### config.mk
export PLATFORM = sky130hd
export DESIGN_NAME = scp_div
export DESIGN_NICKNAME = d
export VERILOG_FILES = /design/src/rtl/core/scp_div.sv
export SDC_FILE = /design/constraint.sdc
export NUM_CORES = 2
export LEC_CHECK = 0
export ABC_AREA = 1
export ABC_CLOCK_PERIOD_IN_PS = 4000
export BUFFER_PORTS_ARGS = -buffer_cell sky130_fd_sc_hd__buf_2
export CAP_MARGIN = 10
export CORE_ASPECT_RATIO = 0.5
export CORE_MARGIN = 1
export CORE_UTILIZATION = 37
export CTS_BUF_LIST = sky130_fd_sc_hd__clkbuf_16
export CTS_CLUSTER_SIZE = 14
export DETAILED_ROUTE_END_ITERATION = 7
export SETUP_SLACK_MARGIN = 0.1
export SLEW_MARGIN = 20
export SYNTH_ARGS = -nofsm -noshare
export SYNTH_HDL_FRONTEND = slang
export SYNTH_SLANG_ARGS = --single-unit
### constraint.sdc
create_clock -name clk -period 4 [get_ports clk]
set_input_delay 0.4 -clock clk [delete_from_list [all_inputs] [get_ports clk]]
set_output_delay 0.4 -clock clk [all_outputs]
set_load 0.005 [all_outputs]
### src/rtl/core/scp_div.sv
`timescale 1ns / 1ps
`default_nettype none

module scp_div #(
  parameter int DW = 32,
  parameter int QW = 16
) (
  input  wire logic          clk,
  input  wire logic          en,
  input  wire logic [DW-1:0] rem0,
  input  wire logic [QW-1:0] low,
  input  wire logic [DW-1:0] divisor,
  output logic      [QW-1:0] quot
);

  logic [DW-1:0] rem_q [QW];
  logic [QW-1:0] low_q [QW];
  logic [DW-1:0] d_q   [QW];
  logic [QW-1:0] q_q   [QW];

  // restoring division, one quotient bit per stage
  for (genvar g = 0; g < QW; g++) begin : g_stage
    logic [DW-1:0] rem_in;
    logic [QW-1:0] low_in;
    logic [DW-1:0] d_in;
    logic [QW-1:0] q_in;
    logic [DW:0]   t;

    if (g == 0) begin : g_first
      assign rem_in = rem0;
      assign low_in = low;
      assign d_in   = divisor;
      assign q_in   = '0;
    end else begin : g_next
      assign rem_in = rem_q[g-1];
      assign low_in = low_q[g-1];
      assign d_in   = d_q[g-1];
      assign q_in   = q_q[g-1];
    end

    assign t = {rem_in, low_in[QW-1-g]};

    always_ff @(posedge clk) begin
      if (en) begin
        low_q[g] <= low_in;
        d_q[g]   <= d_in;
        if (t >= {1'b0, d_in}) begin
          rem_q[g] <= DW'(t - {1'b0, d_in});
          q_q[g]   <= {q_in[QW-2:0], 1'b1};
        end else begin
          rem_q[g] <= t[DW-1:0];
          q_q[g]   <= {q_in[QW-2:0], 1'b0};
        end
      end
    end
  end

  assign quot = q_q[QW-1];

endmodule

`default_nettype wire

* After elaboration in Yosys (flattened, before gate mapping)
Memories as Yosys holds them, arrays and structs flattened.
Cells that the tools add are included.
** Word-level totals
- Flip-flop bits (word level) :: 0
- Memory bits (writable) :: 1536
- Input bits :: 82
- Output and inout port bits :: 16
- Logic and storage cells :: 198
- Memories kept :: 4
** Memory list
- d_q :: words 16, bits a word 32, rd ports 15, clocked after Yosys merged registers in 0, wr ports 16, line 18 : logic [DW-1:0] d_q [QW];
- rem_q :: words 16, bits a word 32, rd ports 15, clocked after Yosys merged registers in 0, wr ports 16, line 16 : logic [DW-1:0] rem_q [QW];
- low_q :: words 16, bits a word 16, rd ports 15, clocked after Yosys merged registers in 0, wr ports 16, line 17 : logic [QW-1:0] low_q [QW];
- q_q :: words 16, bits a word 16, rd ports 16, clocked after Yosys merged registers in 0, wr ports 16, line 19 : logic [QW-1:0] q_q [QW];
** Operators by class
- $add $sub $neg :: 16
- $lt $le $gt $ge :: 16
- Mux-type cells :: 130
- Bitwise gates (word level) :: 32
** Operators with widths (count)
- $ge 33x32->1 :: 16
- $mux 32 :: 16
- $sub 32x32->32 :: 16
- $mux 16 :: 16
- $mux 1 :: 98
- $or 1x1->1 :: 32

* Depth between registers and ports, before layout
An unclocked memory read counts as a cell.
- Word-level depth :: 6
- Depth in mapped cells :: 16

* Worst setup path before layout
No wires, ideal clock.
- Kind :: input -> register
- Start point :: in en
- End point :: mem q_q[7][0] (netlist: q_q[0][112]) (enable)
- Arrival :: 1.693 ns
- Required time :: 3.589 ns
- Slack :: 1.896 ns
- Stages :: 2
- Path buffers :: 2
- Cell sequence :: buf_2 -> clkbuf_1
** RTL lines
- from (decl) :: line 9 : input wire logic en,
- to (decl) :: line 19

==> results.json <==
{
  "worst_hold_path_type": "in2reg",
  "power_frac_comb_pct": 50.2,
  "worstPathRequired_ns": 4.55,
  "critical_path_class": "reg2reg",
  "critical_path.endpoint_type": "flip-flop",
  "synthDistinctLibCells": 39,
  "p_int_w": 0.0357,
  "drc_errors": 0,
  "finClkSkew_ns": 0.0297,
  "cts.htree.levels": 4,
  "cts_tree": "done",
  "track_usage_pct": 23.0,
  "pre_cts_ws_ns": 0.553,
  "nNetsFinal": 12400,
  "hold_viol_final": 0,
  "vdd_drop_max_uv": 289,
  "cp.arrival_ns": 3.98,
  "pwr-share-seq_pct": 30.7,
  "ys.flop_type": "edfxtp_1",
  "fin_ws_ns": 0.574,
  "gp_congestion": 1.01,
  "drt_first_pass_iters": 6,
  "yosys.area_share.simple_pct": 31.9,
  "syn_avg_cell_area_um2": 7.29,
  "rows": 123,
  "gr-total-overflow": 0,
  "drtIter0Drc": 4049,
  "cts.repair.resized": 0,
  "drive_gt1_share_pct": 3.59,
  "cts_made_buffers": 139,
  "start_util_pct": 37.4,
  "yosysTopAreaCell": "edfxtp_1",
  "period_minus_slack_ns": 3.43,
  "post-synth-top-count-cell": "nand2_1",
  "ios": 98,
  "setup_viol_count_final": 0,
  "syn-cell-area_um2": 84400,
  "tightestPinTransition_ns": 1.14,
  "ys_async_sr_fraction_pct": 0,
  "p_leak_nw": 49.8,
  "power.density_nw_per_um2": 704,
  "max_cap_violations": 0,
  "outcome": "finished, final reports clean",
  "grt_first_pass_wirelength_um": 406000,
  "cts_sinks": 1216,
  "synth_fa_ha_area_share_pct": 7.94,
  "synth_compound_area_share_pct": 2.38,
  "routedWlPerCell_um": 18.1,
  "vias": 70800,
  "slew_headroom_pct": 24.1,
  "ys_warn_count": 0,
  "clockRootBuffer": "clkbuf_16",
  "synthesis.nets": 12200,
  "synthMuxAreaShare_pct": 0,
  "yosys.area_share.xor_xnor_pct": 2.32,
  "clockPowerShare_pct": 19.0,
  "synth_top_area_share_pct": 43.2,
  "postCtsSetupBuffers": 0,
  "synth-edff-count": 1215,
  "wirelength_um": 269000,
  "rsz0062_at_grt": "false",
  "clk_pin_slew_ns": 0.06,
  "fp.coreArea_um2": 226000,
  "cp_max_fo": 33,
  "yosysSeqAreaShare_pct": 43.2,
  "clk_path_buf_depth": 4,
  "antenna_found_initial": 1,
  "vias_per_cell": 4.75,
  "area_growth_pct": 10.5,
  "power_switching_w": 0.0300,
  "synth.area.top_cells": "edfxtp_1 43%, nand2_1 21%, inv_1 11%",
  "die_y_um": 340,
  "p_sw_share_pct": 45.6,
  "drv_slew": 0,
  "synth.ff_latch_count": 1216,
  "ant_nets": 0,
  "die_w_um": 677,
  "synthCells": 11600,
  "synth_common_cells": "4781 x nand2_1, 2458 x inv_1, 1215 x edfxtp_1, 895 x nand3_1, 573 x nor2_1",
  "grt_max_degree": 157,
  "finalSetupTns_ns": 0,
  "start_kind": "flip-flop",
  "grt_pass1_vias": 71700,
  "die_area_um2": 230000,
  "clock_latency_ns": 0.81,
  "post-route-period-util_pct": 85.6,
  "dpl.hpwl_um": 219000,
  "holdPathStages": 2,
  "antenna_cells": 0,
  "nFillCells": 23300,
  "max_freq_ghz": 0.292,
  "port_buffers": 97,
  "r2r_cells": 10,
  "synth_top_family_by_area": "simple AND/OR/NAND/NOR gates"
}
-- through the flow --
step           total power [W]  utilization (%)  hold WS (ns)  instances  cell area [um2]
2_1_floorplan           0.0429                -         0.400      11600            84400
3_3_place_gp            0.0530             39.1         0.400      14600            88200
3_5_place_dp            0.0531             39.1         0.405      14600            88200
4_1_cts                 0.0659             41.3         0.275      14900            93300
5_1_grt                 0.0711             41.3         0.305      14900            93300
6_report                0.0657             41.3         0.331      14900            93300
-- routing by layer --
layer,global-route usage (%),wire length [um],vias up
li1,-,-,36300
met1,22.8,97700,32100
met2,44.7,141000,1645
met3,2.47,8530,762
met4,16.4,21800,0
met5,0,0,-
-- final timing paths --
path                                       startpoint                 endpoint  slack, ns
worst max-delay path            d_q[1][167]$_DFFE_PP_  rem_q[1][208]$_DFFE_PP_       0.57
worst max register to register  d_q[1][167]$_DFFE_PP_  rem_q[1][208]$_DFFE_PP_       0.57
worst min-delay path                           low[0]    low_q[0][0]$_DFFE_PP_       0.33
worst min register to register  low_q[1][3]$_DFFE_PP_   low_q[1][19]$_DFFE_PP_       0.41
-- placed cells by master, fill, tap and decap left out, drive strengths merged --
| cell type | netlist | final |
|---|---|---|
| a211oi | 4 | 4 |
| a21boi | 5 | 5 |
| a21o | 11 | 11 |
| a21oi | 302 | 302 |
| and2 | 86 | 86 |
| and3 | 4 | 4 |
| buf | 148 | 168 |
| bufinv | 0 | 10 |
| clkbuf | 10 | 143 |
| clkinv | 0 | 48 |
| clkinvlp | 0 | 5 |
| dfxtp | 1 | 1 |
| dlygate4sd3 | 0 | 80 |
| edfxtp | 1215 | 1215 |
| fa | 15 | 15 |
| ha | 512 | 512 |
| inv | 2460 | 2495 |
| nand2 | 4811 | 4811 |
| nand3 | 910 | 910 |
| nand3b | 1 | 1 |
| nand4 | 82 | 82 |
| nor2 | 580 | 580 |
| nor3 | 140 | 140 |
| nor4 | 5 | 5 |
| o211ai | 2 | 2 |
| o21a | 1 | 1 |
| o21ai | 10 | 10 |
| o21bai | 29 | 29 |
| or2 | 10 | 10 |
| xnor2 | 1 | 1 |
| xor2 | 223 | 223 |
-- worst max-delay path: stages, from the launching register on --
cell and delay (ns):
edfxtp_1 0.55, inv_1 0.09, ha_1 0.41, nand2_1 0.16, nor2_1 0.11, nand3_1 0.10, nor3_1 0.08, a21oi_4 0.88
nand2_4 0.48, nand2_1 0.19, nand2_1 0.08
-- area by class of cell --
type	count	area (um2)	area share (%)
repair buffers	248	1920	2.06
multi-input cells	7744	37600	40.3
flip-flops and latches	1216	36500	39.1
clock inverters	98	713	0.764
inverters	2460	9230	9.90
well taps	3000	3750	4.02
clock buffers	143	3580	3.84
-- cell families (layout without fill, tap and decap cells) --
family	count (synthesis)	after routing
buffers and inverters	2621	2949
AO/OA/AOI/OAI	364	364
flip-flops	1216	1216
XOR/XNOR	224	224
adder cells (fa/ha/maj)	527	527
AND/OR/NAND/NOR	6629	6629
-- sequential cells by signal, indices dropped and copies added (netlist names) --
signal and count:
d_q 480, low_q 120, q_q 136, rem_q 480
-- power by group through the flow --
stage	clock network (W)	registers [W]	logic, W
floorplan	0	0.0195	0.0235
detailed placement	0	0.0204	0.0327
CTS	0.0129	0.0202	0.0329
global placement	0	0.0204	0.0325
finish	0.0125	0.0202	0.0330
global route	0.0134	0.0205	0.0373
-- repair_timing --
item	4_1_cts	5_1_grt
endpoints found under the setup margin	0	0
endpoints found under the hold margin	83	0
hold buffers	80	0
No activity file was read; power rests on OpenSTA's default activity.
